File: config.mk
export PLATFORM = sky130hd
export DESIGN_NAME = address_region_table_flat
export DESIGN_NICKNAME = d
export VERILOG_FILES = /design/src/hw/rtl/art_pkg.sv /design/src/hw/rtl/art_if.sv /design/src/hw/rtl/art_region_ram.sv /design/src/hw/rtl/address_region_table.sv /design/src/flat_wrapper.sv
export SDC_FILE = /design/constraint.sdc
export NUM_CORES = 2
export LEC_CHECK = 0
export CORE_MARGIN = 8
export CORE_UTILIZATION = 30
export CTS_CLUSTER_SIZE = 40
export DETAILED_ROUTE_END_ITERATION = 7
export DONT_BUFFER_PORTS = 1
export PLACE_DENSITY = 0.51
export SYNTH_ARGS = -nofsm -noshare
export SYNTH_HDL_FRONTEND = slang
export SYNTH_SLANG_ARGS = --single-unit
File: constraint.sdc
create_clock -name clk -period 21.3 [get_ports clk]
set_input_delay 1.065 -clock clk [delete_from_list [all_inputs] [get_ports clk]]
set_output_delay 1.065 -clock clk [all_outputs]
set_load 0.03 [all_outputs]
File: src/hw/rtl/art_pkg.sv
// art_pkg: shared constants and types for the address region table.
// Used by the channel interfaces, the top level, the region RAM and the checker.
`default_nettype none

package art_pkg;

  // Default table depth
  localparam int MAX_REGIONS_DEF = 16;

  // Field widths
  localparam int ADDR_W   = 48;
  localparam int ACTION_W = 2;
  localparam int STATUS_W = 2;
  localparam int SLOT_W   = 4;

  // Request action codes
  typedef enum logic [ACTION_W-1:0] {
    ACT_ADD    = 2'd0,
    ACT_DELETE = 2'd1,
    ACT_LOOKUP = 2'd2,
    ACT_NONE   = 2'd3
  } action_t;

  // Response status codes
  typedef enum logic [STATUS_W-1:0] {
    ST_OK        = 2'd0,
    ST_FULL      = 2'd1,
    ST_BAD_INDEX = 2'd2,
    ST_ZERO_ARG  = 2'd3
  } status_t;

  // One table entry as held in the RAM
  typedef struct packed {
    logic [ADDR_W-1:0] base;
    logic [ADDR_W-1:0] size;
  } region_t;

endpackage

`default_nettype wire

File: src/hw/rtl/art_if.sv
// art_req_if / art_rsp_if: valid-ready channels of the address region table.
// Depends on art_pkg for field widths.
`default_nettype none

interface art_req_if;
  import art_pkg::*;

  logic                valid;
  logic                ready;
  logic [ACTION_W-1:0] action;
  logic [ADDR_W-1:0]   region_base;
  logic [ADDR_W-1:0]   region_size;
  logic [SLOT_W-1:0]   slot_index;
  logic [ADDR_W-1:0]   lookup_address;

  modport source (
    output valid, action, region_base, region_size, slot_index, lookup_address,
    input  ready
  );
  modport sink (
    input  valid, action, region_base, region_size, slot_index, lookup_address,
    output ready
  );
endinterface

interface art_rsp_if;
  import art_pkg::*;

  logic                valid;
  logic                ready;
  logic [STATUS_W-1:0] status;
  logic [SLOT_W-1:0]   assigned_slot;
  logic                hit;

  modport source (
    output valid, status, assigned_slot, hit,
    input  ready
  );
  modport sink (
    input  valid, status, assigned_slot, hit,
    output ready
  );
endinterface

`default_nettype wire

File: src/hw/rtl/art_region_ram.sv
// art_region_ram: one-write, one-read synchronous RAM of region entries.
// Read data is registered. Depends on art_pkg.
`default_nettype none

module art_region_ram #(
  parameter int DEPTH = art_pkg::MAX_REGIONS_DEF,
  parameter int IDX_W = $clog2(DEPTH)
) (
  input  logic                 clk,
  input  logic                 we,
  input  logic [IDX_W-1:0]     waddr,
  input  art_pkg::region_t     wdata,
  input  logic [IDX_W-1:0]     raddr,
  output art_pkg::region_t     rdata
);
  import art_pkg::*;

  region_t mem [DEPTH];

  // write port and registered read port
  always_ff @(posedge clk) begin
    if (we) begin
      mem[waddr] <= wdata;
    end
    rdata <= mem[raddr];
  end

endmodule

`default_nettype wire

File: src/hw/rtl/address_region_table.sv
// address_region_table: table of address regions with add, delete and lookup.
// Depends on art_pkg, art_req_if / art_rsp_if and art_region_ram.
//
//  channel | modport | direction | carries
//  --------+---------+-----------+-------------------------------------------------
//  req     | sink    | in        | action, region_base, region_size, slot_index,
//          |         |           | lookup_address
//  rsp     | source  | out       | status, assigned_slot, hit
//
// One transaction at a time. Delete, add with a zero argument and unused action go
// from idle straight to done. Add: a downward scan from the count, testing one slot
// valid bit per cycle, takes the highest free slot; with none, it appends or reports full.
// Lookup: reads the slots below the count, the RAM read port delivering one entry
// per cycle; it ends at the first hit.
// Reset clears the per-slot valid bits and the count at once; no clearing pass.
// A new request is taken while the previous response still waits in the
// output register; a finished result holds until that register frees up.
`default_nettype none

module address_region_table #(
  parameter int MAX_REGIONS = art_pkg::MAX_REGIONS_DEF
) (
  input  logic      clk,
  input  logic      rst,
  art_req_if.sink   req,
  art_rsp_if.source rsp
);
  import art_pkg::*;

  localparam int IDX_W = $clog2(MAX_REGIONS);
  localparam int CNT_W = $clog2(MAX_REGIONS + 1);
  localparam logic [CNT_W-1:0] CNT_MAX = CNT_W'(MAX_REGIONS);

  typedef enum logic [3:0] {
    S_IDLE = 4'b0001,
    S_ADD  = 4'b0010,
    S_LOOK = 4'b0100,
    S_DONE = 4'b1000
  } state_t;

  state_t               state;
  logic [MAX_REGIONS-1:0] slot_valid;
  logic [CNT_W-1:0]     used_count;
  logic [CNT_W-1:0]     cur;        // add scan pointer / lookup issue pointer

  // latched request
  logic [ADDR_W-1:0]    it_base;
  logic [ADDR_W-1:0]    it_size;
  logic [ADDR_W-1:0]    it_addr;

  // pending result
  status_t              res_status;
  logic [SLOT_W-1:0]    res_slot;
  logic                 res_hit;

  // lookup read pipeline
  logic                 pend;
  logic                 pend_vld;
  logic                 pend_last;

  logic                 mem_we;
  logic [IDX_W-1:0]     mem_waddr;
  region_t              mem_wdata;
  region_t              mem_rdata;
  logic [CNT_W-1:0]     cur_m1;
  logic                 free_here;
  logic                 is_full;
  logic                 issue;
  logic [ADDR_W:0]      region_end;
  logic                 hit_now;
  logic                 del_bad;

  assign req.ready = (state == S_IDLE);

  // add scan: slot below the pointer, free when its valid bit is clear
  assign cur_m1    = cur - 1'b1;
  assign free_here = !slot_valid[cur_m1[IDX_W-1:0]];
  assign is_full   = (used_count == CNT_MAX);

  // RAM write on a successful add, either at the found slot or appended
  assign mem_we    = (state == S_ADD) && ((cur != '0) ? free_here : !is_full);
  assign mem_waddr = (cur != '0) ? cur_m1[IDX_W-1:0] : used_count[IDX_W-1:0];
  assign mem_wdata = '{base: it_base, size: it_size};

  // lookup: one entry read per cycle below the count
  assign issue      = (state == S_LOOK) && (cur < used_count);
  assign region_end = {1'b0, mem_rdata.base} + {1'b0, mem_rdata.size};
  assign hit_now    = pend && pend_vld && (it_addr >= mem_rdata.base) &&
                      ({1'b0, it_addr} < region_end);

  assign del_bad = (32'(req.slot_index) >= MAX_REGIONS);

  art_region_ram #(
    .DEPTH (MAX_REGIONS),
    .IDX_W (IDX_W)
  ) u_ram (
    .clk   (clk),
    .we    (mem_we),
    .waddr (mem_waddr),
    .wdata (mem_wdata),
    .raddr (cur[IDX_W-1:0]),
    .rdata (mem_rdata)
  );

  // control sequencer
  always_ff @(posedge clk) begin
    if (rst) begin
      state      <= S_IDLE;
      slot_valid <= '0;
      used_count <= '0;
      pend       <= 1'b0;
      rsp.valid  <= 1'b0;
    end else begin
      pend      <= issue;
      pend_vld  <= slot_valid[cur[IDX_W-1:0]];
      pend_last <= (CNT_W'(cur + 1'b1) == used_count);

      // response taken; S_DONE reloads it itself
      if (rsp.valid && rsp.ready && state != S_DONE) begin
        rsp.valid <= 1'b0;
      end

      case (state)
        S_IDLE: begin
          if (req.valid) begin
            it_base    <= req.region_base;
            it_size    <= req.region_size;
            it_addr    <= req.lookup_address;
            res_slot   <= '0;
            res_hit    <= 1'b0;
            case (req.action)
              ACT_ADD: begin
                if (req.region_base == '0 || req.region_size == '0) begin
                  res_status <= ST_ZERO_ARG;
                  state      <= S_DONE;
                end else begin
                  res_status <= ST_OK;
                  cur        <= used_count;
                  state      <= S_ADD;
                end
              end
              ACT_DELETE: begin
                if (del_bad) begin
                  res_status <= ST_BAD_INDEX;
                end else begin
                  res_status <= ST_OK;
                  slot_valid[IDX_W'(req.slot_index)] <= 1'b0;
                end
                state <= S_DONE;
              end
              ACT_LOOKUP: begin
                res_status <= ST_OK;
                cur        <= '0;
                state      <= (used_count == '0) ? S_DONE : S_LOOK;
              end
              default: begin
                res_status <= ST_OK;
                state      <= S_DONE;
              end
            endcase
          end
        end

        S_ADD: begin
          if (cur == '0) begin
            // no free slot below the count: append or report full
            if (is_full) begin
              res_status <= ST_FULL;
            end else begin
              slot_valid[used_count[IDX_W-1:0]] <= 1'b1;
              used_count <= used_count + 1'b1;
              res_slot   <= SLOT_W'(used_count);
            end
            state <= S_DONE;
          end else if (free_here) begin
            slot_valid[cur_m1[IDX_W-1:0]] <= 1'b1;
            res_slot <= SLOT_W'(cur_m1);
            state    <= S_DONE;
          end else begin
            cur <= cur_m1;
          end
        end

        S_LOOK: begin
          if (issue) begin
            cur <= cur + 1'b1;
          end
          if (hit_now) begin
            res_hit <= 1'b1;
            state   <= S_DONE;
          end else if (pend && pend_last) begin
            state <= S_DONE;
          end
        end

        S_DONE: begin
          if (!rsp.valid || rsp.ready) begin
            rsp.valid <= 1'b1;
            state     <= S_IDLE;
          end
        end

        default: begin
          state <= S_IDLE;
        end
      endcase
    end
  end

  // response payload register
  always_ff @(posedge clk) begin
    if (state == S_DONE && (!rsp.valid || rsp.ready)) begin
      rsp.status        <= res_status;
      rsp.assigned_slot <= res_slot;
      rsp.hit           <= res_hit;
    end
  end

endmodule

`default_nettype wire

File: src/flat_wrapper.sv
// flat-port wrapper written by rule: the top's interface ports become plain ports
module address_region_table_flat import art_pkg::*;
#(
  parameter int MAX_REGIONS = art_pkg::MAX_REGIONS_DEF
)
  (clk, rst, req_valid, req_action, req_region_base, req_region_size, req_slot_index, req_lookup_address, req_ready, rsp_valid, rsp_status, rsp_assigned_slot, rsp_hit, rsp_ready);
  art_req_if req_i ();
  art_rsp_if rsp_i ();
  input  logic clk;
  input  logic rst;
  input wire logic [$bits(req_i.valid)-1:0] req_valid;
  input wire logic [$bits(req_i.action)-1:0] req_action;
  input wire logic [$bits(req_i.region_base)-1:0] req_region_base;
  input wire logic [$bits(req_i.region_size)-1:0] req_region_size;
  input wire logic [$bits(req_i.slot_index)-1:0] req_slot_index;
  input wire logic [$bits(req_i.lookup_address)-1:0] req_lookup_address;
  output wire logic [$bits(req_i.ready)-1:0] req_ready;
  output wire logic [$bits(rsp_i.valid)-1:0] rsp_valid;
  output wire logic [$bits(rsp_i.status)-1:0] rsp_status;
  output wire logic [$bits(rsp_i.assigned_slot)-1:0] rsp_assigned_slot;
  output wire logic [$bits(rsp_i.hit)-1:0] rsp_hit;
  input wire logic [$bits(rsp_i.ready)-1:0] rsp_ready;
  assign req_i.valid = req_valid;
  assign req_i.action = req_action;
  assign req_i.region_base = req_region_base;
  assign req_i.region_size = req_region_size;
  assign req_i.slot_index = req_slot_index;
  assign req_i.lookup_address = req_lookup_address;
  assign req_ready = req_i.ready;
  assign rsp_valid = rsp_i.valid;
  assign rsp_status = rsp_i.status;
  assign rsp_assigned_slot = rsp_i.assigned_slot;
  assign rsp_hit = rsp_i.hit;
  assign rsp_i.ready = rsp_ready;
  address_region_table #(.MAX_REGIONS(MAX_REGIONS)) u_core (.clk(clk), .rst(rst), .req(req_i), .rsp(rsp_i));
endmodule
# --- Word level (Yosys, flattened, before mapping) ---
# Memory sizes are Yosys's and may differ from the RTL's. A register that Yosys moved wholly into a read port is not among the register bits.
# Index checks and enable logic that the tools add are counted.
word_totals:
  ff_bits: 192
  ramBits: 1536
  input_bits: 154
  out_inout_bits: 9
  mem_count: 1
op_classes:
  addsub: 4
  magnitude_cmp: 10
  n_eq_ne: 23
  muxes: 54
  bitwise: 6
  n_reduce_logical: 34
memory_table:
  columns: ["memory", "depth", "word_bits", "read_ports", "rd_ports_with_merged_regs", "write_ports", "line_no", "text"]
  rows:
  - ["u_core.u_ram.mem", 16, 96, 1, 1, 1, "art_region_ram.sv:18", "region_t mem [DEPTH];"]
op_table:
  columns: ["op", "n"]
  rows:
  - ["48-bit zero test", 2]
  - ["16-bit 2-to-1 mux", 5]
  - ["4-bit 2-to-1 mux", 13]
  - ["48-bit by 48-bit adder with 49-bit output", 1]
  - ["48-bit by 49-bit < comparator with 1-bit output", 1]
  - ["48-bit >= comparator", 1]
  - ["16-bit bitwise OR", 2]
  - ["16-bit case mux with 2 select lines", 1]
  - ["5-bit 2-to-1 mux", 5]
  - ["4-bit by 5-bit < comparator with 1-bit output, second input constant", 4]
  - ["16-bit bitwise AND", 1]
  - ["16-bit NOT", 1]
  - ["4-bit case mux with 2 select lines", 2]
  - ["4-bit case mux with 4 select lines", 1]
  - ["5-bit case mux with 3 select lines", 1]
  - ["5-bit AND reduction", 3]
  - ["1-bit 2-to-1 mux", 13]
  - ["1-bit demux with 4-bit select", 3]
  - ["4-bit by 1-bit >= comparator with 1-bit output, second input constant", 3]
  - ["1-bit logical AND", 12]
  - ["2-bit by 1-bit != test with 1-bit output, second input constant", 6]
  - ["5-bit by 1-bit adder with 5-bit output, second input constant", 2]
  - ["5-bit zero test", 2]
  - ["2-bit 2-to-1 mux", 5]
  - ["other kinds (29)", 41]

# --- Logic depth before layout (Yosys ltp) ---
logic_depth:
  depth_word: 9
  ltp_mapped: 23

# --- Modules after synthesis ---
# Synthesis repeated with hierarchy kept, for this count alone.
hier_totals:
  cells_unflattened: 3573
  hier_area_um2: 71502.3
by_module_without_submodules:
  columns: ["module", "instances", "cells_each", "area_per_inst_um2"]
  rows:
  - ["art_region_ram", 1, 2460, 59355.7]
  - ["address_region_table", 1, 1113, 12146.6]

# --- Worst setup path after synthesis ---
# No wires, ideal clock.
synth_path:
  path_kind: "register -> register"
  from: "register u_core.cur[0]"
  to: "memory u_core.u_ram.mem[0][0] (netlist name) (enable)"
  t_arrival_ns: 7.703
  setup_slack_ns: 13.045
  stages_incl_launch_ff: 14
  period_less_slack_ns: 8.255
  path_cell_list: "edfxtp_1 -> buf_6 -> clkbuf_1 -> buf_1 -> inv_1 -> ha_1 -> clkbuf_1 -> mux4_2 -> mux4_2 -> and2_4 -> a211oi_4 -> inv_2 -> or3_4 -> nor2_1"
synth_via:
  elab_chain_len: 8
  word_cells_on_any_way: 10
synth_lines:
  columns: ["element", "line_no", "text"]
  rows:
  - ["from (decl)", "address_region_table.sv:44", "logic [CNT_W-1:0] cur;"]
  - ["from (signal assigned)", "address_region_table.sv:138", "cur <= used_count;"]
  - ["from (signal assigned)", "address_region_table.sv:180", "cur <= cur_m1;"]
  - ["from (signal assigned)", "address_region_table.sv:186", "cur <= cur + 1'b1;"]
  - ["5-bit by 1-bit subtractor with 5-bit output", "address_region_table.sv:76", "assign cur_m1 = cur - 1'b1;"]
  - ["1-bit binary-select mux with 4-bit select", "address_region_table.sv:77", "assign free_here = !slot_valid[cur_m1[IDX_W-1:0]];"]
  - ["1-bit 2-to-1 mux (not written as such)", "address_region_table.sv:77", null]
  - ["1-bit zero test", "address_region_table.sv:77", null]
  - ["1-bit 2-to-1 mux", "address_region_table.sv:81", "assign mem_we = (state == S_ADD) && ((cur != '0) ? free_here : !is_full);"]
  - ["1-bit logical AND", "address_region_table.sv:81", null]
  - ["1-bit 2-to-1 mux", "art_region_ram.sv:22", "if (we) begin"]
  - ["1-bit 2-to-1 mux (not written as such)", "art_region_ram.sv:23", "mem[waddr] <= wdata;"]
  - ["to (decl)", "art_region_ram.sv:18", null]
# Parallel ways exist; a longest one is shown, timed or not. The select of a mux whose other input is x is not followed.

# --- Worst setup path in the final report ---
layout_path:
  from: "register u_core.cur[0]"
  to: "memory u_core.u_ram.mem[0][28] (netlist name) (enable)"
# The elaborated chain is that of the path after synthesis.

==> out/results.ini <==
[clock_tree]
clk_pin_slew_ns = 0.06
numCtsBuffers = 190
clk-insertion-delay-late_ns = 0.85
cts_hold_buffers = 0
cts.path.max_buffers = 3
root_buffer = clkbuf_16
post-cts-setup-buffers = 0
clock-sinks = 1824
cts_tree = yes
cts_max_level = 4
cts_resized = 0

[outcome]
status = completed

[timing]
finalSetupViolCount = 0
tightestPinTransition_ns = 1.22
holdWs_ns = 0.281
finalSetupTns_ns = 0
clock.fmax_mhz = 154
min_period_ns = 6.49
finClkSkew_ns = 0.0600
rsz0062_at_grt = false
period_share_pct = 30.5
slew_violations = 0
final_hold_viol_count = 0
max_slew_margin_pct = 18.2

[global_routing]
grt-busiest-layer = met2
antenna_found_initial = 29
grtUsageTotal_pct = 14.6
grt_pass1_vias = 34900
met2_usage_pct = 23.3
grt_start_max_net_pins = 129
gr-total-overflow = 0
grt_pass1_wl_um = 269000
met1_usage_pct = 19.5
gr-usage-met3_pct = 3.83

[worst_hold_path]
hold_path_class = in2reg

[yosys]
synth_seq_cells = 1824
syn-cell-area_um2 = 71600
ys.flop_type = edfxtp_1
synth_cells = 3403
ys_seq_area_share_pct = 74.8
synth-simple-area-share_pct = 2.52
synth.mux.area_fraction_pct = 15.4
yosys_warnings = 0
async_flop_share_pct = 0
synthAdderAreaFrac_pct = 2.77
yosys.area_share.xor_xnor_pct = 0.722
syn_area_per_cell_um2 = 21.0
synth_top_family_by_area = multiplexers
synth_edf_count = 1701
synthTopCellsByArea = edfxtp_1 71%, mux4_2 15%, dfxtp_1 3.4%
synth_compound_area_share_pct = 2.68
synth_top_area_cell = edfxtp_1
synth_top_area_share_pct = 71.3
ys_types = 70
syn_nets = 3715

[placement]
dp_hpwl_um = 115000
portBuffers = 0
routabilityCongestion = 0.821

[drt]
routedWlPerCell_um = 27.8
vias_per_cell = 4.92
final_antenna_net_count = 0
drt_iter0_markers = 3046
route.vias.total = 33800
totalWireLength_um = 191000
drc = 0
drt_first_pass_iters = 5

[setup_path]
cp_slowest_cell = buf_4
critical_path_class = reg2reg
required_ns = 21.72
crit_top_cell = buf_4
end_kind = flip-flop
max_stage_delay_ns = 0.80
crit_fanout = 51
crit_chain = inv_1 -> ha_1 -> mux4_2 -> mux4_2 -> and2_4 -> a211oi_4 -> buf_4 -> inv_2 -> or3_4 -> nor2_4 -> buf_4 -> buf_4
arrival_ns = 6.91
start_kind = flip-flop

[power]
p_leak_uw = 0.0258
peakVddDrop_uv = 84.6
power_density_nw_per_um2 = 96.2

[layout]
seqCellArea_um2 = 53500
finalNetCount = 3837
multiInputGateArea_um2 = 17400
area_growth_syn_to_layout_pct = 14.4
layout-drive-gt1-share_pct = 23.4
n_fill_cell = 22000

[floorplanning]
start_util_pct = 30.1
rows = 179
die_h_um = 505
die_area_um2 = 255000
fp.dieW_um = 505
core_area_um2 = 238000
ios = 163

[run]
cap_violations = 0

Yosys cell counts, types with 3 or more instances:
library cell,instances
a22o_1,4
buf_1,30
buf_2,6
o211ai_1,4
nor3_1,25
xor2_1,20
a211oi_1,12
nand2b_1,17
a221oi_1,4
and4_1,4
o21bai_1,7
o22ai_1,3
nor4_1,28
a21o_1,36
nand3b_1,9
ha_1,157
and2_1,6
and3_1,12
edfxtp_1,1701
nor2b_1,14
o21ai_0,69
clkbuf_1,94
o21ai_1,8
or3_1,3
or2_2,6
nand3_1,29
o21a_1,8
mux4_2,490
xnor2_1,39
o221ai_1,3
a21oi_1,108
nand2_1,90
o31ai_1,3
nand4_1,29
dfxtp_1,123
a2111oi_0,3
nor2_1,75
a31oi_1,13
inv_1,72
sequential cells by signal, summed over array words and instances, names as in the netlist, 2 cells and up:
signal / count
u_core.rsp.assigned_slot: 4
u_core.slot_valid: 16
u_core.u_ram.rdata: 96
u_core.rsp.status: 2
u_core.u_ram.mem: 1536
u_core.cur: 5
u_core.state: 4
u_core.it_size: 48
u_core.it_base: 48
u_core.res_slot: 4
u_core.used_count: 5
u_core.res_status: 2
u_core.it_addr: 48
critical path: cells and delay by family (launching register included):
family	cells	cell delay (ns)
DFF	1	0.63
and+or+nand+nor	3	1.32
buffers and inverters	5	1.98
muxes	2	1.04
AOI/OAI and AO/OA	1	0.19
adders and majority gates	1	0.66
stage by stage:
| step | setup slack (ns) | area (um2) | cells | total power [uW] | util, % |
|---|---|---|---|---|---|
| after global placement | 14.88 | 75800 | 6500 | 4720 | 31.9 |
| after detailed placement | 14.80 | 75800 | 6500 | 4730 | 31.9 |
| final | 14.81 | 81900 | 6875 | 7880 | 34.5 |
| after global routing | 14.49 | 81900 | 6855 | 8170 | 34.5 |
| after CTS | 14.72 | 81900 | 6854 | 7980 | 34.5 |
| after floorplan | 13.05 | 71600 | 3403 | 4510 | - |
layer usage:
metal / routed length, um / share of wire, %
met1: 83100 / 43
met2: 89600 / 47
met3: 12400 / 6.5
met4: 5930 / 3.1
met5: 58 / 0.030
path summary, 6_finish.rpt:
path	from	endpoint	slack, ns	depth (start not counted)
max	u_core.cur[0]$_DFFE_PP_	u_core.u_ram.mem[0][28]$_DFFE_PP_	14.81	12
min	rst	u_core.rsp.valid$_SDFF_PP0_	0.28	1
max reg2reg	u_core.cur[0]$_DFFE_PP_	u_core.u_ram.mem[0][28]$_DFFE_PP_	14.81	12
min reg2reg	u_core.res_slot[3]$_SDFFCE_PN0P_	u_core.rsp.assigned_slot[3]$_DFFE_PP_	0.42	0
cells in the final DEF, fill, tap and decap left out, types with 9 or more instances in the layout:
master	synthesis	routed
a211oi_1	12	12
a21o_1	36	36
a21oi_1	108	108
a31oi_1	13	13
and3_1	12	12
buf_4	1	56
bufinv_16	0	9
clkbuf_1	94	50
clkbuf_16	0	191
clkbuf_8	0	10
clkinv_1	0	39
clkinv_2	0	30
dfxtp_1	123	123
diode_2	0	21
edfxtp_1	1701	1701
ha_1	157	157
inv_1	72	72
mux4_2	490	490
nand2_1	90	90
nand2b_1	17	17
nand3_1	29	29
nand3b_1	9	9
nand4_1	29	29
nor2_1	75	58
nor2_4	0	17
nor2b_1	14	14
nor3_1	25	25
nor4_1	28	23
o21ai_0	69	69
xnor2_1	39	39
xor2_1	20	20
kinds of logic (layout without fill, tap and decap cells):
group | Yosys count | in the layout
muxes | 491 | 491
AOI/OAI and AO/OA | 307 | 307
xor gates and xnor gates | 59 | 59
buffers and inverters | 207 | 491
adders and majority gates | 158 | 158
DFF | 1824 | 1824
other | 0 | 21
and+or+nand+nor | 357 | 357
where the power goes:
| group | switching, uW | internal, uW | total, uW |
|---|---|---|---|
| sequential | 88.6 | 3970 | 4060 |
| clock | 1420 | 1810 | 3240 |
| combinational | 328 | 252 | 580 |
| total | 1840 | 6040 | 7880 |
layout make-up:
class,count,share of cell area [%]
sequential,1824,65.3
multi-input combinational,1372,21.3
clock buffer,251,6.23
tap,3167,4.84
clock inverter,103,1.22
timing repair buffer,63,0.684
inverter,74,0.339
antenna,21,0.0641
Power figures use the tool's default switching activity.
